### src/dms_pkg.sv
// shared constants, types and functions for the coordinate text parser
package dms_pkg;

    // default parameter values
    localparam int FRAC_DIGITS_DEF = 4;
    localparam int DEGREE_BITS_DEF = 16;

    // result word
    localparam int OUT_W   = 43;
    localparam int TDATA_W = 48;
    localparam int TUSER_W = 1;
    localparam int CHAR_W  = 8;

    // unit conversion
    localparam int SEC_PER_DEG = 3600;
    localparam int SEC_PER_MIN = 60;

    // config port
    localparam int APB_ADDR_W = 3;
    localparam int APB_DATA_W = 32;
    localparam logic [APB_ADDR_W-3:0] REG_AXIS_MODE = 1'b0;

    // status handed from the parser to the scaling pipeline
    typedef struct packed {
        logic ok;
        logic negate;
    } dms_flags_t;

    // ten to the power n, evaluated at elaboration
    function automatic longint pow10(input int n);
        longint v;
        v = 1;
        for (int i = 0; i < n; i++) begin
            v = v * 10;
        end
        return v;
    endfunction

endpackage

### src/dms_parse.sv
// character-by-character parser: phase tracking and field accumulators
module dms_parse #(
    parameter int FRAC_DIGITS = dms_pkg::FRAC_DIGITS_DEF,
    parameter int DEGREE_BITS = dms_pkg::DEGREE_BITS_DEF,
    parameter int FRAC_W      = 14,
    parameter int CNT_W       = 3
) (
    input  logic                      aclk,
    input  logic                      aresetn,
    input  logic                      char_take,
    input  logic [dms_pkg::CHAR_W-1:0] char_in,
    input  logic                      char_last,
    input  logic                      axis_mode,
    output logic                      tok_valid,
    output logic [DEGREE_BITS-1:0]    tok_deg,
    output logic [6:0]                tok_min,
    output logic [6:0]                tok_sec,
    output logic [FRAC_W-1:0]         tok_frac,
    output logic [CNT_W-1:0]          tok_cnt,
    output dms_pkg::dms_flags_t       tok_flags
);

    // parse phases
    localparam logic [3:0] PH_DEG_PRE    = 4'd0;
    localparam logic [3:0] PH_SEC_DIG    = 4'd8;
    localparam logic [3:0] PH_DEG_SIGN   = 4'd1;
    localparam logic [3:0] PH_DEG_DIG    = 4'd2;
    localparam logic [3:0] PH_MIN_PRE    = 4'd3;
    localparam logic [3:0] PH_MIN_SIGN   = 4'd4;
    localparam logic [3:0] PH_MIN_DIG    = 4'd5;
    localparam logic [3:0] PH_SEC_PRE    = 4'd6;
    localparam logic [3:0] PH_SEC_SIGN   = 4'd7;
    localparam logic [3:0] PH_FRAC_FIRST = 4'd9;
    localparam logic [3:0] PH_FRAC_DIG   = 4'd10;
    localparam logic [3:0] PH_LETTER     = 4'd11;
    localparam logic [3:0] PH_DONE       = 4'd12;

    // field and sub-step within a whole-number phase
    localparam logic [1:0] FLD_DEG  = 2'd0;
    localparam logic [1:0] FLD_MIN  = 2'd1;
    localparam logic [1:0] FLD_SEC  = 2'd2;
    localparam logic [1:0] SUB_PRE  = 2'd0;
    localparam logic [1:0] SUB_SIGN = 2'd1;
    localparam logic [1:0] SUB_DIG  = 2'd2;

    // character codes
    localparam logic [7:0] CH_NUL   = 8'h00;
    localparam logic [7:0] CH_TAB   = 8'h09;
    localparam logic [7:0] CH_CR    = 8'h0d;
    localparam logic [7:0] CH_SPACE = 8'h20;
    localparam logic [7:0] CH_PLUS  = 8'h2b;
    localparam logic [7:0] CH_MINUS = 8'h2d;
    localparam logic [7:0] CH_DOT   = 8'h2e;
    localparam logic [7:0] CH_ZERO  = 8'h30;
    localparam logic [7:0] CH_NINE  = 8'h39;
    localparam logic [7:0] CH_UP_A  = 8'h41;
    localparam logic [7:0] CH_UP_Z  = 8'h5a;
    localparam logic [7:0] CH_CASE  = 8'h20;
    localparam logic [7:0] CH_LO_S  = 8'h73;
    localparam logic [7:0] CH_LO_N  = 8'h6e;
    localparam logic [7:0] CH_LO_E  = 8'h65;
    localparam logic [7:0] CH_LO_W  = 8'h77;

    localparam logic [6:0] SIXTY = 7'd60;
    localparam int         DW    = DEGREE_BITS + 4;

    logic [3:0]             phase_reg, phase_next;
    logic [DEGREE_BITS-1:0] deg_reg, deg_next;
    logic [6:0]             min_reg, min_next;
    logic [6:0]             sec_reg, sec_next;
    logic [FRAC_W-1:0]      frac_reg, frac_next;
    logic [CNT_W-1:0]       cnt_reg, cnt_next;
    logic                   minus_reg, minus_next;
    logic                   nonzero_reg, nonzero_next;
    logic                   err_reg, err_next;
    logic                   neg_reg, neg_next;

    logic [7:0]    c;
    logic [3:0]    d;
    logic          is_dig;
    logic          is_sp;
    logic [1:0]    fld;
    logic [1:0]    sub;
    logic [DW-1:0] deg_try;
    logic [9:0]    min_try;
    logic [9:0]    sec_try;
    logic          dig_fail;
    logic [7:0]    lc;
    logic          let_neg;
    logic          let_pos;
    logic          take_dig;
    logic          take_let;
    logic          do_fail;

    // character classes and digit trial values
    always_comb begin
        c       = char_in;
        d       = 4'(c - CH_ZERO);
        is_dig  = (c >= CH_ZERO) && (c <= CH_NINE);
        is_sp   = (c == CH_SPACE) || ((c >= CH_TAB) && (c <= CH_CR));
        deg_try = DW'(deg_reg) * DW'(10) + DW'(d);
        min_try = 10'(min_reg) * 10'd10 + 10'(d);
        sec_try = 10'(sec_reg) * 10'd10 + 10'(d);
        lc      = ((c >= CH_UP_A) && (c <= CH_UP_Z)) ? (c + CH_CASE) : c;
        let_neg = axis_mode ? (lc == CH_LO_E) : (lc == CH_LO_S);
        let_pos = axis_mode ? (lc == CH_LO_W) : (lc == CH_LO_N);
    end

    // field and sub-step of the current phase
    always_comb begin
        unique case (phase_reg)
            PH_DEG_PRE:  begin fld = FLD_DEG; sub = SUB_PRE;  end
            PH_DEG_SIGN: begin fld = FLD_DEG; sub = SUB_SIGN; end
            PH_DEG_DIG:  begin fld = FLD_DEG; sub = SUB_DIG;  end
            PH_MIN_PRE:  begin fld = FLD_MIN; sub = SUB_PRE;  end
            PH_MIN_SIGN: begin fld = FLD_MIN; sub = SUB_SIGN; end
            PH_MIN_DIG:  begin fld = FLD_MIN; sub = SUB_DIG;  end
            PH_SEC_PRE:  begin fld = FLD_SEC; sub = SUB_PRE;  end
            PH_SEC_SIGN: begin fld = FLD_SEC; sub = SUB_SIGN; end
            PH_SEC_DIG:  begin fld = FLD_SEC; sub = SUB_DIG;  end
            default:     begin fld = FLD_DEG; sub = SUB_PRE;  end
        endcase
    end

    // overflow of the field that takes the digit
    always_comb begin
        unique case (fld)
            FLD_DEG: dig_fail = (deg_try[DW-1:DEGREE_BITS] != '0);
            FLD_MIN: dig_fail = (min_try >= 10'(SIXTY));
            default: dig_fail = (sec_try >= 10'(SIXTY));
        endcase
    end

    // next parser state for one character
    always_comb begin
        phase_next   = phase_reg;
        deg_next     = deg_reg;
        min_next     = min_reg;
        sec_next     = sec_reg;
        frac_next    = frac_reg;
        cnt_next     = cnt_reg;
        minus_next   = minus_reg;
        nonzero_next = nonzero_reg;
        err_next     = err_reg;
        neg_next     = neg_reg;
        take_dig     = 1'b0;
        take_let     = 1'b0;
        do_fail      = 1'b0;

        if (phase_reg == PH_DONE) begin
            // text finished, ignore the rest
        end else if (c == CH_NUL) begin
            do_fail = 1'b1;
        end else if (phase_reg <= PH_SEC_DIG) begin
            unique case (sub)
                SUB_PRE: begin
                    if (is_sp) begin
                        // skip leading whitespace
                    end else if ((c == CH_PLUS) || (c == CH_MINUS)) begin
                        minus_next = (c == CH_MINUS);
                        phase_next = phase_reg + 4'd1;
                    end else if (is_dig) begin
                        phase_next = phase_reg + 4'd2;
                        take_dig   = 1'b1;
                    end else begin
                        do_fail = 1'b1;
                    end
                end
                SUB_SIGN: begin
                    if (is_dig) begin
                        phase_next = phase_reg + 4'd1;
                        take_dig   = 1'b1;
                    end else begin
                        do_fail = 1'b1;
                    end
                end
                default: begin
                    if (is_dig) begin
                        take_dig = 1'b1;
                    end else if (minus_reg && nonzero_reg) begin
                        do_fail = 1'b1;
                    end else begin
                        minus_next   = 1'b0;
                        nonzero_next = 1'b0;
                        if (c == CH_DOT) begin
                            phase_next = (fld == FLD_SEC) ? PH_FRAC_FIRST
                                                          : phase_reg + 4'd1;
                        end else if (is_sp) begin
                            phase_next = PH_LETTER;
                        end else begin
                            take_let = 1'b1;
                        end
                    end
                end
            endcase
        end else if ((phase_reg == PH_FRAC_FIRST) || (phase_reg == PH_FRAC_DIG)) begin
            if (is_dig) begin
                if (cnt_reg < CNT_W'(FRAC_DIGITS)) begin
                    frac_next = FRAC_W'((FRAC_W + 4)'(frac_reg) * (FRAC_W + 4)'(10)
                                        + (FRAC_W + 4)'(d));
                    cnt_next  = cnt_reg + CNT_W'(1);
                end
                phase_next = PH_FRAC_DIG;
            end else if (phase_reg == PH_FRAC_FIRST) begin
                do_fail = 1'b1;
            end else if (is_sp) begin
                phase_next = PH_LETTER;
            end else begin
                take_let = 1'b1;
            end
        end else if (phase_reg == PH_LETTER) begin
            take_let = !is_sp;
        end else begin
            do_fail = 1'b1;
        end

        // digit into the current whole-number field
        if (take_dig) begin
            nonzero_next = nonzero_reg || (d != 4'd0);
            if (dig_fail) begin
                do_fail = 1'b1;
            end else begin
                unique case (fld)
                    FLD_DEG: deg_next = deg_try[DEGREE_BITS-1:0];
                    FLD_MIN: min_next = min_try[6:0];
                    default: sec_next = sec_try[6:0];
                endcase
            end
        end

        // hemisphere letter
        if (take_let) begin
            if (let_neg) begin
                neg_next   = 1'b1;
                phase_next = PH_DONE;
            end else if (let_pos) begin
                phase_next = PH_DONE;
            end else begin
                do_fail = 1'b1;
            end
        end

        if (do_fail) begin
            err_next   = 1'b1;
            phase_next = PH_DONE;
        end
    end

    // state registers, cleared at reset and after the last character of a text
    always_ff @(posedge aclk) begin
        if (!aresetn || (char_take && char_last)) begin
            phase_reg   <= PH_DEG_PRE;
            deg_reg     <= '0;
            min_reg     <= '0;
            sec_reg     <= '0;
            frac_reg    <= '0;
            cnt_reg     <= '0;
            minus_reg   <= 1'b0;
            nonzero_reg <= 1'b0;
            err_reg     <= 1'b0;
            neg_reg     <= 1'b0;
        end else if (char_take) begin
            phase_reg   <= phase_next;
            deg_reg     <= deg_next;
            min_reg     <= min_next;
            sec_reg     <= sec_next;
            frac_reg    <= frac_next;
            cnt_reg     <= cnt_next;
            minus_reg   <= minus_next;
            nonzero_reg <= nonzero_next;
            err_reg     <= err_next;
            neg_reg     <= neg_next;
        end
    end

    // snapshot of the finished text for the scaling pipeline
    assign tok_valid        = char_take && char_last;
    assign tok_deg          = deg_next;
    assign tok_min          = min_next;
    assign tok_sec          = sec_next;
    assign tok_frac         = frac_next;
    assign tok_cnt          = cnt_next;
    assign tok_flags.ok     = (phase_next == PH_DONE) && !err_next;
    assign tok_flags.negate = neg_next;

endmodule

### src/dms_scale.sv
// pipeline that turns parsed fields into signed scaled arc seconds
module dms_scale #(
    parameter int FRAC_DIGITS = dms_pkg::FRAC_DIGITS_DEF,
    parameter int DEGREE_BITS = dms_pkg::DEGREE_BITS_DEF,
    parameter int FRAC_W      = 14,
    parameter int CNT_W       = 3
) (
    input  logic                        aclk,
    input  logic                        aresetn,
    input  logic                        tok_valid,
    output logic                        tok_ready,
    input  logic [DEGREE_BITS-1:0]      tok_deg,
    input  logic [6:0]                  tok_min,
    input  logic [6:0]                  tok_sec,
    input  logic [FRAC_W-1:0]           tok_frac,
    input  logic [CNT_W-1:0]            tok_cnt,
    input  dms_pkg::dms_flags_t         tok_flags,
    output logic                        m_tvalid,
    input  logic                        m_tready,
    output logic [dms_pkg::TDATA_W-1:0] m_tdata,
    output logic [dms_pkg::TUSER_W-1:0] m_tuser
);

    localparam longint SCALE   = dms_pkg::pow10(FRAC_DIGITS);
    localparam int     PW      = $clog2(SCALE + 1);
    localparam int     WHOLE_W = DEGREE_BITS + 12;
    localparam int     HALF    = WHOLE_W / 2;
    localparam int     LO_W    = HALF + PW;
    localparam int     HI_W    = WHOLE_W - HALF + PW;
    localparam int     FM_W    = FRAC_W + PW;
    localparam int     OUT_W   = dms_pkg::OUT_W;
    localparam int     TAB_N   = 1 << CNT_W;

    // scale for the fraction by digit count
    logic [PW-1:0] scale_tab [TAB_N];

    for (genvar i = 0; i < TAB_N; i++) begin : g_tab
        if (i <= FRAC_DIGITS) begin : g_used
            assign scale_tab[i] = PW'(dms_pkg::pow10(FRAC_DIGITS - i));
        end else begin : g_unused
            assign scale_tab[i] = '0;
        end
    end

    logic                v1_reg, v2_reg, v3_reg, vo_reg;
    logic                rdy1, rdy2, rdy3, rdyo;
    logic [WHOLE_W-1:0]  whole1_reg;
    logic [FRAC_W-1:0]   fsc1_reg, fsc2_reg;
    dms_pkg::dms_flags_t fl1_reg, fl2_reg, fl3_reg;
    logic [LO_W-1:0]     lo2_reg;
    logic [HI_W-1:0]     hi2_reg;
    logic [OUT_W-1:0]    sum3_reg;
    logic [OUT_W-1:0]    data_reg;
    logic                ok_reg;

    // ready chain, each stage loads when empty or draining
    assign rdyo      = !vo_reg || m_tready;
    assign rdy3      = !v3_reg || rdyo;
    assign rdy2      = !v2_reg || rdy3;
    assign rdy1      = !v1_reg || rdy2;
    assign tok_ready = rdy1;

    // stage valid bits
    always_ff @(posedge aclk) begin
        if (!aresetn) begin
            v1_reg <= 1'b0;
            v2_reg <= 1'b0;
            v3_reg <= 1'b0;
            vo_reg <= 1'b0;
        end else begin
            if (rdy1) v1_reg <= tok_valid;
            if (rdy2) v2_reg <= v1_reg;
            if (rdy3) v3_reg <= v2_reg;
            if (rdyo) vo_reg <= v3_reg;
        end
    end

    // stage 1: whole seconds and scaled fraction
    always_ff @(posedge aclk) begin
        if (rdy1) begin
            whole1_reg <= WHOLE_W'(tok_deg) * WHOLE_W'(dms_pkg::SEC_PER_DEG)
                        + WHOLE_W'(tok_min) * WHOLE_W'(dms_pkg::SEC_PER_MIN)
                        + WHOLE_W'(tok_sec);
            fsc1_reg   <= FRAC_W'(FM_W'(tok_frac) * FM_W'(scale_tab[tok_cnt]));
            fl1_reg    <= tok_flags;
        end
    end

    // stage 2: whole seconds times the fraction scale, in two halves
    always_ff @(posedge aclk) begin
        if (rdy2) begin
            lo2_reg  <= LO_W'(whole1_reg[HALF-1:0]) * LO_W'(SCALE);
            hi2_reg  <= HI_W'(whole1_reg[WHOLE_W-1:HALF]) * HI_W'(SCALE);
            fsc2_reg <= fsc1_reg;
            fl2_reg  <= fl1_reg;
        end
    end

    // stage 3: combine partial products and fraction
    always_ff @(posedge aclk) begin
        if (rdy3) begin
            sum3_reg <= (OUT_W'(hi2_reg) << HALF) + OUT_W'(lo2_reg) + OUT_W'(fsc2_reg);
            fl3_reg  <= fl2_reg;
        end
    end

    // output register: sign and validity
    always_ff @(posedge aclk) begin
        if (rdyo) begin
            ok_reg <= fl3_reg.ok;
            if (!fl3_reg.ok) begin
                data_reg <= '0;
            end else if (fl3_reg.negate) begin
                data_reg <= OUT_W'(0) - sum3_reg;
            end else begin
                data_reg <= sum3_reg;
            end
        end
    end

    assign m_tvalid = vo_reg;
    assign m_tdata  = dms_pkg::TDATA_W'(data_reg);
    assign m_tuser  = dms_pkg::TUSER_W'(ok_reg);

endmodule

### src/dms_coordinate_text_parser.sv
// top level of the degrees-minutes-seconds coordinate text parser
//
// Characters arrive one per transfer on the s_ side, with s_tlast on the final
// character of a text; the block accepts one character every cycle while
// s_tready is high. Each character is parsed as it is taken into small
// accumulators (degrees, minutes, seconds, fraction digits). The transfer
// marked last launches one result through a four-stage pipeline (whole seconds
// and fraction scale, split multiply by ten to FRAC_DIGITS, final sum, sign
// and output register). m_tuser[0] is 1 for a valid coordinate; m_tdata holds
// the signed arc seconds times ten to FRAC_DIGITS, zero when invalid. s_tready
// drops only while all four pipeline stages hold results and m_tready is low.
// axis_mode (APB address 0, bit 0) selects s/n latitude (0) or e/w longitude
// (1) letters.
module dms_coordinate_text_parser #(
    parameter int FRAC_DIGITS = dms_pkg::FRAC_DIGITS_DEF,
    parameter int DEGREE_BITS = dms_pkg::DEGREE_BITS_DEF
) (
    input  logic                           aclk,
    input  logic                           aresetn,
    // input characters
    input  logic                           s_tvalid,
    output logic                           s_tready,
    input  logic [7:0]                     s_tdata,   // [7:0] text_char
    input  logic                           s_tlast,   // is_last
    // results
    output logic                           m_tvalid,
    input  logic                           m_tready,
    output logic [dms_pkg::TDATA_W-1:0]    m_tdata,   // [42:0] scaled_seconds, rest zero
    output logic [dms_pkg::TUSER_W-1:0]    m_tuser,   // [0] valid_res
    // configuration
    input  logic                           psel,
    input  logic                           penable,
    input  logic                           pwrite,
    input  logic [dms_pkg::APB_ADDR_W-1:0] paddr,
    input  logic [dms_pkg::APB_DATA_W-1:0] pwdata,
    output logic [dms_pkg::APB_DATA_W-1:0] prdata,
    output logic                           pready
);

    localparam longint SCALE  = dms_pkg::pow10(FRAC_DIGITS);
    localparam int     FRAC_W = $clog2(SCALE);
    localparam int     CNT_W  = $clog2(FRAC_DIGITS + 1);

    logic                   axis_mode_reg;
    logic                   cfg_sel;
    logic                   char_take;
    logic                   tok_valid;
    logic                   tok_ready;
    logic [DEGREE_BITS-1:0] tok_deg;
    logic [6:0]             tok_min;
    logic [6:0]             tok_sec;
    logic [FRAC_W-1:0]      tok_frac;
    logic [CNT_W-1:0]       tok_cnt;
    dms_pkg::dms_flags_t    tok_flags;

    // config register
    assign pready  = 1'b1;
    assign cfg_sel = (paddr[dms_pkg::APB_ADDR_W-1:2] == dms_pkg::REG_AXIS_MODE);

    always_ff @(posedge aclk) begin
        if (!aresetn) begin
            axis_mode_reg <= 1'b0;
        end else if (psel && penable && pwrite && pready && cfg_sel) begin
            axis_mode_reg <= pwdata[0];
        end
    end

    assign prdata = cfg_sel ? dms_pkg::APB_DATA_W'(axis_mode_reg) : '0;

    // character transfer
    assign s_tready  = tok_ready;
    assign char_take = s_tvalid && s_tready;

    dms_parse #(
        .FRAC_DIGITS (FRAC_DIGITS),
        .DEGREE_BITS (DEGREE_BITS),
        .FRAC_W      (FRAC_W),
        .CNT_W       (CNT_W)
    ) u_parse (
        .aclk      (aclk),
        .aresetn   (aresetn),
        .char_take (char_take),
        .char_in   (s_tdata),
        .char_last (s_tlast),
        .axis_mode (axis_mode_reg),
        .tok_valid (tok_valid),
        .tok_deg   (tok_deg),
        .tok_min   (tok_min),
        .tok_sec   (tok_sec),
        .tok_frac  (tok_frac),
        .tok_cnt   (tok_cnt),
        .tok_flags (tok_flags)
    );

    dms_scale #(
        .FRAC_DIGITS (FRAC_DIGITS),
        .DEGREE_BITS (DEGREE_BITS),
        .FRAC_W      (FRAC_W),
        .CNT_W       (CNT_W)
    ) u_scale (
        .aclk      (aclk),
        .aresetn   (aresetn),
        .tok_valid (tok_valid),
        .tok_ready (tok_ready),
        .tok_deg   (tok_deg),
        .tok_min   (tok_min),
        .tok_sec   (tok_sec),
        .tok_frac  (tok_frac),
        .tok_cnt   (tok_cnt),
        .tok_flags (tok_flags),
        .m_tvalid  (m_tvalid),
        .m_tready  (m_tready),
        .m_tdata   (m_tdata),
        .m_tuser   (m_tuser)
    );

endmodule

### config.mk
export PLATFORM = sky130hd
export DESIGN_NAME = dms_coordinate_text_parser
export DESIGN_NICKNAME = d
export VERILOG_FILES = /design/src/dms_pkg.sv /design/src/dms_parse.sv /design/src/dms_scale.sv /design/src/dms_coordinate_text_parser.sv
export SDC_FILE = /design/constraint.sdc
export NUM_CORES = 1
export LEC_CHECK = 0
export BUFFER_PORTS_ARGS = -buffer_cell sky130_fd_sc_hd__buf_4
export CAP_MARGIN = 20
export CORE_ASPECT_RATIO = 0.6
export CORE_MARGIN = 2
export CORE_UTILIZATION = 58
export CTS_CLUSTER_DIAMETER = 40
export CTS_CLUSTER_SIZE = 40
export DETAILED_ROUTE_END_ITERATION = 16
export GPL_TIMING_DRIVEN = 0
export HOLD_SLACK_MARGIN = 0.15
export PLACE_DENSITY = 0.79
export SYNTH_ARGS = -nofsm -noshare
export SYNTH_HDL_FRONTEND = slang
export SYNTH_HIERARCHICAL = 1
export SYNTH_SLANG_ARGS = --single-unit
### constraint.sdc
create_clock -name aclk -period 9.8 [get_ports aclk]
set_clock_uncertainty 0.15 [all_clocks]
set_input_delay 1.96 -clock aclk [delete_from_list [all_inputs] [get_ports aclk]]
set_output_delay 1.96 -clock aclk [all_outputs]
set_load 0.1 [all_outputs]
Word level (Yosys, flattened, before mapping)

Memory sizes are Yosys's and may differ from the RTL's. A register that Yosys moved wholly into a read port is not among the register bits.
Index checks and enable logic that the tools add are counted.

$add $sub $neg: 14
Multipliers: 9
Order comparisons: 11
Equality and inequality tests: 25
Muxes and demuxes: 101
Bitwise gates (word level): 5
Reductions and logical operators: 36

Operators by type and width:

| cell                   | count |
|---|---|
| $mux 14                | 8 |
| $mux 4                 | 21 |
| $mux 1                 | 51 |
| $mul 14x10->24 const B | 2 |
| $mux 16                | 3 |
| $add 42x28->43         | 1 |
| $add 43x14->43         | 1 |
| $mux 43                | 1 |
| $sub 1x43->43 const A  | 1 |
| $mux 7                 | 6 |
| $eq 8x6->1 const B     | 4 |
| $eq 8x7->1 const B     | 4 |
| $add 28x13->28         | 1 |
| $add 28x7->28          | 1 |
| $mul 16x8->24 const B  | 1 |
| $add 10x4->10          | 2 |
| $add 20x4->20          | 1 |
| $eq 4x4->1 const B     | 5 |
| $ge 10x6->1 const B    | 2 |
| $mul 16x3->19 const B  | 1 |
| $mul 7x3->9 const B    | 2 |
| $mux 3                 | 6 |
| $add 14x4->14          | 1 |
| $mul 14x14->14         | 1 |
| 35 further kinds       | 74 |

Bits in registers: 257
ROM bits: 176
Input bits: 51
Output and inout bits: 84
Logic and storage cells: 232
Memories kept: 2

Memory list:

| memory           | words | width | read ports | clocked after memory_dff | write ports | line             | RTL |
|---|---|---|---|---|---|---|---|
| (name not given) | 8     | 14    | 1          | 0                        | 0           | dms_scale.sv:84  | `fsc1_reg <= FRAC_W'(FM_W'(tok_frac) * FM_W'(scale_tab[tok_cnt]));` |
| (name not given) | 16    | 4     | 1          | 1                        | 0           | dms_parse.sv:111 | `unique case (phase_reg)` |

Depth between registers and ports, before layout

Gate-level depths: netlist of run 1.

Depth after elaboration: 17
Mapped depth: 36
Mapped depth without buffers: 35

Cells and area by module

Netlist of run 1, hierarchy kept.

Modules (own cells, without submodules):

| module                     | instances | cells each | area an instance (µm²) | sequential area each (µm²) |
|---|---|---|---|---|
| dms_scale                  | 1         | 1,784      | 19,132.1               | 5,995.8 |
| dms_parse                  | 1         | 837        | 6,810.3                | 1,181.1 |
| dms_coordinate_text_parser | 1         | 41         | 321.6                  | 20.0 |

Least setup slack after synthesis of run 1

OpenSTA, ideal clock, no wires.

Path kind: in2reg
Start: input s_tdata[2]
End: register u_scale.fsc1_reg[13] (data pin)
Setup time: 0.258 ns
Data arrival time: 9.408 ns
Required time: 9.392 ns
Setup slack: -0.016 ns
Cell stages on the path: 31
Buffers on the path: 5
Path through: buf_2 -> o21ai_1 -> and4_1 -> clkbuf_1 -> clkbuf_1 -> nand2_1 -> nor3_1 -> clkbuf_1 -> xor2_1 -> inv_1 -> ha_1 -> nor2b_1 -> clkbuf_1 -> and2_1 -> fa_1 -> inv_1 -> fa_1 -> inv_1 -> fa_1 -> inv_1 -> fa_1 -> inv_1 -> fa_1 -> inv_1 -> fa_1 -> inv_1 -> ha_1 -> nor2b_1 -> o21a_1 -> o41a_1 -> xnor2_1

Cells in the longest elaborated chain, start to end: 12
Elaborated cells between the ends (all ways): 22
Those cells by class: add/sub: 2; mul: 1; order compare: 2; mux: 13; bitwise: 1; reduce/logical: 2; memory: 1

RTL lines:

| what                                          | line                             | RTL |
|---|---|---|
| from (decl)                                   | dms_coordinate_text_parser.sv:23 | `input logic [7:0] s_tdata,` |
| $ge 8x6->1 or $le 8x6->1 (tied branches)      | dms_parse.sv:99                  | `is_dig = (c >= CH_ZERO) && (c <= CH_NINE);` |
| $logic_and 1x1->1                             | dms_parse.sv:99                  |  |
| $mux 3                                        | dms_parse.sv:197                 | `if (is_dig) begin` |
| $mux 3                                        | dms_parse.sv:196                 | `end else if ((phase_reg == PH_FRAC_FIRST) \|\| (phase_reg == PH_FRAC_DIG)) begin` |
| $mux 3                                        | dms_parse.sv:154                 | `end else if (phase_reg <= PH_SEC_DIG) begin` |
| $mux 3 *                                      | dms_parse.sv:152                 | `end else if (c == CH_NUL) begin` |
| $mux 3 *                                      | dms_parse.sv:150                 | `if (phase_reg == PH_DONE) begin` |
| via tok_cnt[0]                                | dms_coordinate_text_parser.sv:53 | `logic [CNT_W-1:0] tok_cnt;` |
| $not 3->4 (not written as such) *             | dms_scale.sv:84                  |  |
| $mem_v2 8x14 *                                | n/a                              |  |
| $mux 14 (not written as such) * (2 in series) | dms_scale.sv:84                  |  |
| $mul 14x14->14 *                              | dms_scale.sv:84                  |  |
| to (signal assigned)                          | dms_scale.sv:84                  |  |
| to (decl)                                     | dms_scale.sv:48                  | `logic [FRAC_W-1:0] fsc1_reg, fsc2_reg;` |

Mark *: on every way through the listed nets, which the timed path passes. The rest lies on a longest branch. The select of a mux whose other input is x is not followed.
A chain may end at the register's enable or synchronous reset.

Final worst setup path of run 1

Start: input s_tdata[2]
End: register u_scale.whole1_reg[21] (data pin)

Cells in the longest elaborated chain, start to end: 13
Elaborated cells between the ends (all ways): 40
Those cells by class: add/sub: 6; mul: 2; order compare: 6; eq/ne: 3; mux: 17; reduce/logical: 6

RTL lines:

| what                                                                  | line                             | RTL |
|---|---|---|
| parallel branches: the longest is 9 deep, another holds $add 10x4->10 | n/a                              |  |
| $mux 16 *                                                             | dms_parse.sv:218                 | `if (take_dig) begin` |
| via tok_deg[3]                                                        | dms_coordinate_text_parser.sv:49 | `logic [DEGREE_BITS-1:0] tok_deg;` |
| $mul 16x8->24 *                                                       | dms_scale.sv:81                  | `whole1_reg <= WHOLE_W'(tok_deg) * WHOLE_W'(dms_pkg::SEC_PER_DEG)` |
| $add 28x13->28 *                                                      | dms_scale.sv:82                  | `+ WHOLE_W'(tok_min) * WHOLE_W'(dms_pkg::SEC_PER_MIN)` |
| $add 28x7->28 *                                                       | dms_scale.sv:83                  | `+ WHOLE_W'(tok_sec);` |
| to (signal assigned)                                                  | dms_scale.sv:81                  |  |
| to (decl)                                                             | dms_scale.sv:47                  | `logic [WHOLE_W-1:0] whole1_reg;` |

Mark *: on every way through the listed nets, which the timed path passes.

==> results of run 1 <==
==> layer usage <==
layer	track usage [%]	vias to the layer above	share of wire, %	wire length [um]
li1	-	9356	-	-
met1	35.46	9153	48	27130
met2	38.26	624	44	25150
met3	4.113	75	7.0	4024
met4	4.021	0	1.4	771
met5	0	-	0	0
==> report_power, final <==
group | internal [mW] | switching (mW)
combinational | 0.419 | 0.620
clock | 0.602 | 0.516
sequential | 1.37 | 0.128
==> placed cells by master, fill, tap and decap left out, drive strengths merged, types with 30 or more instances in the layout <==
| cell type | count |
|---|---|
| a21o | 37 |
| a21oi | 123 |
| and2 | 77 |
| and3 | 30 |
| buf | 122 |
| clkbuf | 63 |
| conb | 37 |
| dfxtp | 64 |
| edfxtp | 197 |
| fa | 160 |
| ha | 378 |
| inv | 379 |
| mux2 | 32 |
| mux2i | 33 |
| nand2 | 133 |
| nand3 | 31 |
| nor2 | 165 |
| nor2b | 43 |
| nor3 | 47 |
| o21ai | 94 |
| xnor2 | 167 |
| xor2 | 72 |
==> how the worst max path moves through the flow <==
stage	start	end
after CTS	s_tdata[2]	u_scale/whole1_reg[27]
after global routing	s_tdata[1]	u_scale/whole1_reg[21]
after detailed placement	s_tdata[2]	u_scale/fsc1_reg[13]
after floorplan	s_tdata[2]	u_scale/fsc1_reg[13]
after global placement	s_tdata[2]	u_scale/fsc1_reg[13]
final	s_tdata[2]	u_scale/whole1_reg[21]
==> cell type report <==
class / count / area, sq um / area share (%)
clock buffers: 29 / 725.7 / 2.512
clock inverters: 23 / 280.3 / 0.9701
multi-input cells: 1975 / 17480 / 60.50
repair buffers: 71 / 581.8 / 2.014
well taps: 589 / 737.0 / 2.551
inverters: 371 / 1396 / 4.833
flip-flops and latches: 261 / 7197 / 24.91
plain buffers: 85 / 494.2 / 1.711
==> worst reg2reg max path: cells and delay by family, from the launching register on <==
kind	cells	cell delay, ps
compound gates	6	1580
flops	1	350
buf+inv	5	420
fa+ha+maj	10	3490
xor+xnor	2	550
simple gates	8	1810
mux	1	420
==> synthesized netlist by cell type (all sizes together) (31+ instances only) <==
library cell and n:
ha 378, inv 370, edfxtp 197, xnor2 167
nor2 165, fa 160, nand2 133, a21oi 123
o21ai 94, and2 77, xor2 72, dfxtp 64
buf 51, nor3 47, nor2b 43, clkbuf 38
a21o 37, mux2i 33, mux2 32, nand3 31
==> kinds of logic after synthesis <==
kind of cell | after synthesis | share of synthesized area, %
flip-flops | 261 | 27.40
XOR/XNOR | 239 | 7.970
other | 3 | 0.04287
AO/OA/AOI/OAI | 430 | 10.94
AND/OR/NAND/NOR | 666 | 13.45
multiplexers | 65 | 2.758
adder cells (fa/ha/maj) | 538 | 30.20
buffers and inverters | 460 | 7.227
==> metrics by stage <==
stage	TNS [ps]	hold slack (ps)	cells	area [sq um]	total power, mW
after floorplan	0	250.3	2696	26400	2.288
final	0	273.9	3404	28890	3.657
after detailed placement	-14340	254.5	3352	27690	2.526
after global placement	-10450	252.5	3348	27610	2.484
after CTS	0	273.8	3404	28760	3.664
after global routing	-20.97	281.2	3404	28890	3.869
==> what timing repair did <==
item / 4_1_cts / 5_1_grt
resized for setup: 15 / 30
setup endpoints to repair: 13 / 14
pin swaps: 1 / 4
buffers inserted: 2 / 2
==> results.toml, run 1 <==
[synth]
ys.flop_type = "edfxtp_1"
ys_ff_latch = 261
ys_warn_count = 6
syn_area_sq_um = 26260
syn-instance-count = 2662
ys_seq_area_share_pct = 27.40
synth_edf_count = 197
synth_area_leaders = "edfxtp_1, ha_1, fa_1"
syn_area_per_cell_sq_um = 9.866
synth_top_area_share_pct = 22.52
synth_cell_type_count = 102
synth_top_area_cell = "edfxtp_1"
async_flop_share_pct = 0

[critical_path]
worstSetupPathType = "in -> reg"
critPathMaxFanout = 15
critPathTopFamily = "adder cells"
crit_path_start_kind = "input port"
reg2regPathDepth = 32
r2r_end = "u_scale/whole1_reg[21]"
r2r_start = "u_parse/deg_reg[1]"
crit_slowest_cell = "or4_4"
cp.required_ps = 9930
endpoint_kind = "register"
max_stage_delay_ps = 540
crit_buf_inv = 6
cp.arrival_ps = 9540
r2r_slack_ps = 780
critical_path_depth = 29

[die]
die_h_um = 168.8
start_util_pct = 58.70
dieArea_sq_um = 47060
die_width_um = 278.7
io_pins = 135
rows = 60
coreArea_sq_um = 44740

[place]
dp_hpwl_um = 45860
dp_slack_ps = -1253
gp_congestion = 0.9580
portBuffers = 63

[clock_tree]
cts_tree = "built"
clock-sinks = 261
numCtsBuffers = 28
clkTransAtPathRegs_ps = 80
cts_root_buf = "clkbuf_16"
cts_max_level = 1
hold_buffers = 0
clk_path_buf_depth = 3
clk_latency_ps = 570

[detailed_routing]
wl_um = 57080
viasPerCell = 5.643
drc = 0
drtAntennaViolNets = 0
vias = 19210
drt_iter0_markers = 1408
routedWlPerCell_um = 16.77
dr.pass1.iters = 6

[hold_path]
hold_end = "u_scale/sum3_reg[0]"
hold_path_startpoint = "u_scale/fsc2_reg[0]"
holdPathStages = 0
hp-class = "reg -> reg"

[global_route]
grt_start_max_net_pins = 46
grt_pass1_vias = 18980
antenna_found_initial = 0
grt_pass1_wl_um = 94160
grt.total_usage_pct = 24.18
globalRouteOverflowTotal = 0

[sta]
hold_violations = 0
clock.fmax_mhz = 106.3
min_period_ps = 9404
period_share_pct = 95.96
worst_pin_slew_ps = 1023
maxSlewHeadroom_pct = 31.79
finalSetupViolCount = 0
slew_viol_final = 0
fin_ws_ps = 396.2

[job]
drv_cap = 0

[power]
power_density_nw_per_um2 = 126.6
irDropWorstVdd_v = 0.0001337
leakage_nw = 14.40

[run_status]
outcome = "completed"

[cells_and_area]
nFillCells = 3438
area_delta_synth_final_pct = 10.00
insertedDiodeCount = 0
fin_util_pct = 64.57
drive_above_1_share_pct = 9.947
final_nets = 3382
(Power assumes the default switching activity.)
==> inputs of run 2 (changes only) <==
--- a/config.mk
+++ b/config.mk
@@ -7,15 +7,17 @@
 export LEC_CHECK = 0
 export BUFFER_PORTS_ARGS = -buffer_cell sky130_fd_sc_hd__buf_4
 export CAP_MARGIN = 20
+export CELL_PAD_IN_SITES_DETAIL_PLACEMENT = 0
+export CELL_PAD_IN_SITES_GLOBAL_PLACEMENT = 1
 export CORE_ASPECT_RATIO = 0.6
 export CORE_MARGIN = 2
-export CORE_UTILIZATION = 58
+export CORE_UTILIZATION = 45
 export CTS_CLUSTER_DIAMETER = 40
 export CTS_CLUSTER_SIZE = 40
 export DETAILED_ROUTE_END_ITERATION = 16
 export GPL_TIMING_DRIVEN = 0
 export HOLD_SLACK_MARGIN = 0.15
-export PLACE_DENSITY = 0.79
+export PLACE_DENSITY_LB_ADDON = 0.1
 export SYNTH_ARGS = -nofsm -noshare
 export SYNTH_HDL_FRONTEND = slang
 export SYNTH_HIERARCHICAL = 1
==> run 2 against run 1 <==
Sequential share of layout area shrank 0.46 points. First-iteration DRC count shrank 35%. Routed wire length grew 2.4%. Largest cell class unchanged. Highest routed layer unchanged.
==> results.toml, run 2 (synthesis results as in run 1) <==
[sta]
maxSlewHeadroom_pct = 23.56
holdWs_ps = 266.3
worst_pin_slew_ps = 1147
fin_ws_ps = 330.6
slew_viol_final = 0
finalSetupViolCount = 0
period_share_pct = 96.63
clock.fmax_mhz = 105.6
hold_violations = 0
min_period_ps = 9469

[power]
power_switching_mw = 1.267
power.total_mw = 3.846
leakage_nw = 14.55
p_int_mw = 2.579
power_density_nw_per_um2 = 130.7
netSwitchingFraction_pct = 32.94
p_comb_share_pct = 26.6
power_frac_seq_pct = 39.0
irDropWorstVdd_v = 0.00009839
clock_power_share_pct = 34.4

[detailed_routing]
viasPerCell = 5.121
dr.pass1.iters = 5
vias = 18470
drtAntennaViolNets = 0
drc = 0
wl_um = 58450
routedWlPerCell_um = 16.20
drt_iter0_markers = 916

[die]
coreArea_sq_um = 57600
dieArea_sq_um = 60380
io_pins = 135
die_width_um = 315.9
rows = 68
die_h_um = 191.1
start_util_pct = 45.60

[critical_path]
endpoint_kind = "register"
r2r_end = "u_scale/whole1_reg[27]"
cp.required_ps = 9930
critPathMaxFanout = 10
r2r_slack_ps = 720
worstSetupPathType = "in -> reg"
max_stage_delay_ps = 590
reg2regPathDepth = 30
crit_path_start = "s_tdata[2]"
cpMostUsedCell = "fa_1"
r2r_start = "u_parse/deg_reg[3]"
cp.arrival_ps = 9600
crit_path_start_kind = "input port"
crit_slowest_cell = "or4b_4"

[cells_and_area]
layout_commonest_cell = "ha_1"
insertedDiodeCount = 0
final_cell_mix = "ha_1, inv_1, edfxtp_1"
fin_util_pct = 51.09
drive_above_1_share_pct = 11.00
instances_no_fill = 3607
area_delta_synth_final_pct = 12.05
final_nets = 3398

[global_route]
grt_pass1_wl_um = 95210
grt_pass1_vias = 18050
globalRouteOverflowTotal = 0
grt.total_usage_pct = 19.58
antenna_found_initial = 1
grt_start_max_net_pins = 45

[place]
dp_slack_ps = -1538
portBuffers = 63
gp_congestion = 0.8625
dp_hpwl_um = 47750
dp_cells = 3534

[clock_tree]
cts_root_buf = "clkbuf_16"
clock-sinks = 261
clk_latency_ps = 540
cts_max_level = 2
clk_path_buf_depth = 3
cts_tree = "built"
clkTransAtPathRegs_ps = 70
numCtsBuffers = 37

[hold_path]
holdPathStages = 0
hold_end = "u_scale/fsc2_reg[5]"
hp-class = "reg -> reg"
hold_path_startpoint = "u_scale/fsc1_reg[5]"

[run_status]
outcome = "completed"

[job]
drv_cap = 0
==> run 2: cell types whose count changed in the layout (fill, tap and decap cells not counted), sizes merged <==
cell | before | now
inv | 379 | 372
clkinv | 10 | 17
buf | 122 | 128
clkbuf | 63 | 79
==> run 2: worst max path at each step <==
stage,endpoint,slack [ps],cells past startpoint
2_1_floorplan,u_scale/fsc1_reg[13],210,31
3_3_place_gp,u_scale/whole1_reg[27],-1400,29
3_5_place_dp,u_scale/whole1_reg[27],-1540,29
4_1_cts,u_scale/fsc1_reg[13],0.4,31
5_1_grt,u_scale/whole1_reg[27],-40,34
6_report,u_scale/whole1_reg[27],330,28
==> run 2: cell type report <==
type                       count  area, sq um
clock inverter                23        197.7
buffer                        86        508.0
clock buffer                  44         1036
inverter                     371         1396
sequential                   261         7197
timing repair buffer          77        615.6
fill                        5243        28170
multi-input combinational   1975        17520
tap                          770        963.4
==> run 2: critical path, delay by kind of cell <==
family,cells,cell delay [ps]
and+or+nand+nor,8,2900
xor gates and xnor gates,2,300
AOI/OAI and AO/OA,5,760
buffers and inverters,6,970
muxes,1,340
adders and majority gates,6,2370
==> run 2: stage by stage <==
stage	TNS, ps	instance area [sq um]
after floorplan	0	26400
after global placement	-16670	27830
after detailed placement	-17820	27910
after CTS	0	29290
after global routing	-49.69	29430
final	0	29430
==> run 2: metal layers <==
metal	wire (um)	vias up	track usage, %	share of wire (%)
met5	0	-	0	0
met4	790	0	3.372	1.4
met3	2904	62	3.493	5.0
met2	22600	336	27.19	39
met1	32160	8689	31.37	55
li1	-	9383	-	-
==> run 2: power groups by stage <==
stage	sequential, mW	combinational, mW	clock (mW)
2_1_floorplan	1.52	0.773	0
3_3_place_gp	1.52	1.00	0
3_5_place_dp	1.52	1.01	0
4_1_cts	1.50	1.02	1.36
5_1_grt	1.52	1.17	1.41
6_report	1.50	1.02	1.32
==> run 2: repair_timing <==
item / in CTS / in global routing
hold buffers: 0 / 0
resized for setup: 24 / 38
setup endpoints to repair: 15 / 16
pin swaps: 4 / 8
buffers inserted: 5 / 4
==> inputs of run 3 (changes only) <==
--- a/config.mk
+++ b/config.mk
@@ -11,7 +11,7 @@
 export CELL_PAD_IN_SITES_GLOBAL_PLACEMENT = 1
 export CORE_ASPECT_RATIO = 0.6
 export CORE_MARGIN = 2
-export CORE_UTILIZATION = 45
+export CORE_UTILIZATION = 50
 export CTS_CLUSTER_DIAMETER = 40
 export CTS_CLUSTER_SIZE = 40
 export DETAILED_ROUTE_END_ITERATION = 16
==> constraint.sdc (replaced) <==
create_clock -name aclk -period 10.5 [get_ports aclk]
set_clock_uncertainty 0.15 [all_clocks]
set_input_delay 2.1 -clock aclk [delete_from_list [all_inputs] [get_ports aclk]]
set_output_delay 2.1 -clock aclk [all_outputs]
set_load 0.1 [all_outputs]
==> run 3 against run 2 <==
Worst hold slack got worse by 4.4 ps. Register-to-register slack improved by 290 ps. Largest cell class unchanged. Sequential share of layout area increased by 0.17 points. Count of clock-buffer cells in the layout shrank 3. Sequential cell count unchanged. Power shrank 5.5%. Setup slack improved by 26 ps. Global-route usage rose by 1.4 points. Non-clock buffer count fell by 6. Combinational power down 7%. Die area shrank 9.8%.
==> results.toml, run 3 (synthesis results as in run 1) <==
[cells_and_area]
area_delta_synth_final_pct = 11.28
layout_commonest_cell = "ha_1"
post-route-cell-area_sq_um = 29230
final_cell_mix = "ha_1, inv_1, edfxtp_1"
final_nets = 3391
drive_above_1_share_pct = 9.862
instances_no_fill = 3533
nFillCells = 4615

[power]
leakage_nw = 14.50
power_density_nw_per_um2 = 124.3
irDropWorstVdd_v = 0.0001057

[sta]
finalSetupViolCount = 0
min_period_ps = 10140
holdWs_ps = 261.9
slew_viol_final = 0
maxSlewHeadroom_pct = 21.50
worst_pin_slew_ps = 1178
clock.fmax_mhz = 98.58
fin_ws_ps = 356.5
finalSetupTns_ps = 0
hold_violations = 0
period_share_pct = 96.61

[critical_path]
max_stage_delay_ps = 550
cp.arrival_ps = 10300
critPathMaxFanout = 17
cp.required_ps = 10650
endpoint_kind = "register"
crit_slowest_cell = "fa_1"
crit_path_start_kind = "input port"
worstSetupPathType = "in -> reg"
cpMostUsedCell = "inv_1"

[clock_tree]
cts_max_level = 2
clk_path_buf_depth = 3
clkTransAtPathRegs_ps = 80
clk_latency_ps = 540
numCtsBuffers = 36
cts_tree = "built"
hold_buffers = 0
cts_root_buf = "clkbuf_16"
clock-sinks = 261

[detailed_routing]
wl_um = 56440
drtAntennaViolNets = 0
drt_iter0_markers = 1184
vias = 18530
dr.pass1.iters = 5
drc = 0
routedWlPerCell_um = 15.97
viasPerCell = 5.243

[die]
die_width_um = 299.9
io_pins = 135
start_util_pct = 50.30
dieArea_sq_um = 54440
coreArea_sq_um = 52210
rows = 65
die_h_um = 181.5

[place]
portBuffers = 63
dp_cells = 3466
placed_area_sq_um = 27820
gp_congestion = 0.8883
dp_slack_ps = -728.9
dp_hpwl_um = 46400

[global_route]
grt_pass1_vias = 17990
grt_start_max_net_pins = 46
antenna_found_initial = 1
grt_pass1_wl_um = 93260
globalRouteOverflowTotal = 0
grt.total_usage_pct = 20.96

[hold_path]
hp-class = "reg -> reg"

[job]
drv_cap = 0

[run_status]
outcome = "completed"
## run 3: area by class of cell
type                       count  area [sq um]  share of cell area (%)
clock inverter                24         325.3                   1.113
timing repair buffer          70         570.5                   1.952
tap                          703         879.6                   3.010
antenna                        1         2.502                0.008562
multi-input combinational   1975         17390                   59.51
clock buffer                  41         962.2                   3.292
inverter                     371          1396                   4.778
sequential                   261          7197                   24.63
buffer                        87         499.2                   1.708
## run 3: per-stage QoR
stage / utilization, % / power, mW
floorplan: - / 2.136
global placement: 53.14 / 2.345
detailed placement: 53.29 / 2.358
CTS: 55.77 / 3.668
global route: 55.97 / 3.865
finish: 55.97 / 3.634
## run 3: worst max-delay path: cells and delay by family
kind | cells | cell delay (ps)
AOI/OAI and AO/OA | 3 | 690
xor gates and xnor gates | 2 | 440
adders and majority gates | 8 | 3780
buffers and inverters | 12 | 1840
and+or+nand+nor | 6 | 1410
## run 3: worst paths after layout
check / startpoint / to / slack [ps] / cells after the start
max: s_tdata[2] / u_scale/fsc1_reg[13] / 360 / 31
min reg2reg: u_scale/fsc1_reg[0] / u_scale/fsc2_reg[0] / 260 / 0
min: u_scale/fsc1_reg[0] / u_scale/fsc2_reg[0] / 260 / 0
max reg2reg: u_parse/deg_reg[3] / u_scale/whole1_reg[27] / 1010 / 31
## run 3: layer usage
metal  up-vias  track usage, %  wire, um
li1       9368               -         -
met5         -               0         0
met2       360           29.65     22240
met4         0           3.980       891
met3        62           3.230      2738
met1      8735           33.50     30570
## run 3: what timing repair did
item	CTS	global route
endpoints found under the setup margin	4	10
resized for setup	4	18
pin swaps	0	1
buffers inserted	0	2
hold endpoints to repair	0	0
## run 3: report_power, final
part / switching (mW) / leakage, nW / internal [mW] / total, mW
logic: 0.568 / 11.0 / 0.385 / 0.952
clock network: 0.505 / 0.607 / 0.780 / 1.29
registers: 0.115 / 2.85 / 1.28 / 1.40
total: 1.19 / 14.5 / 2.45 / 3.63
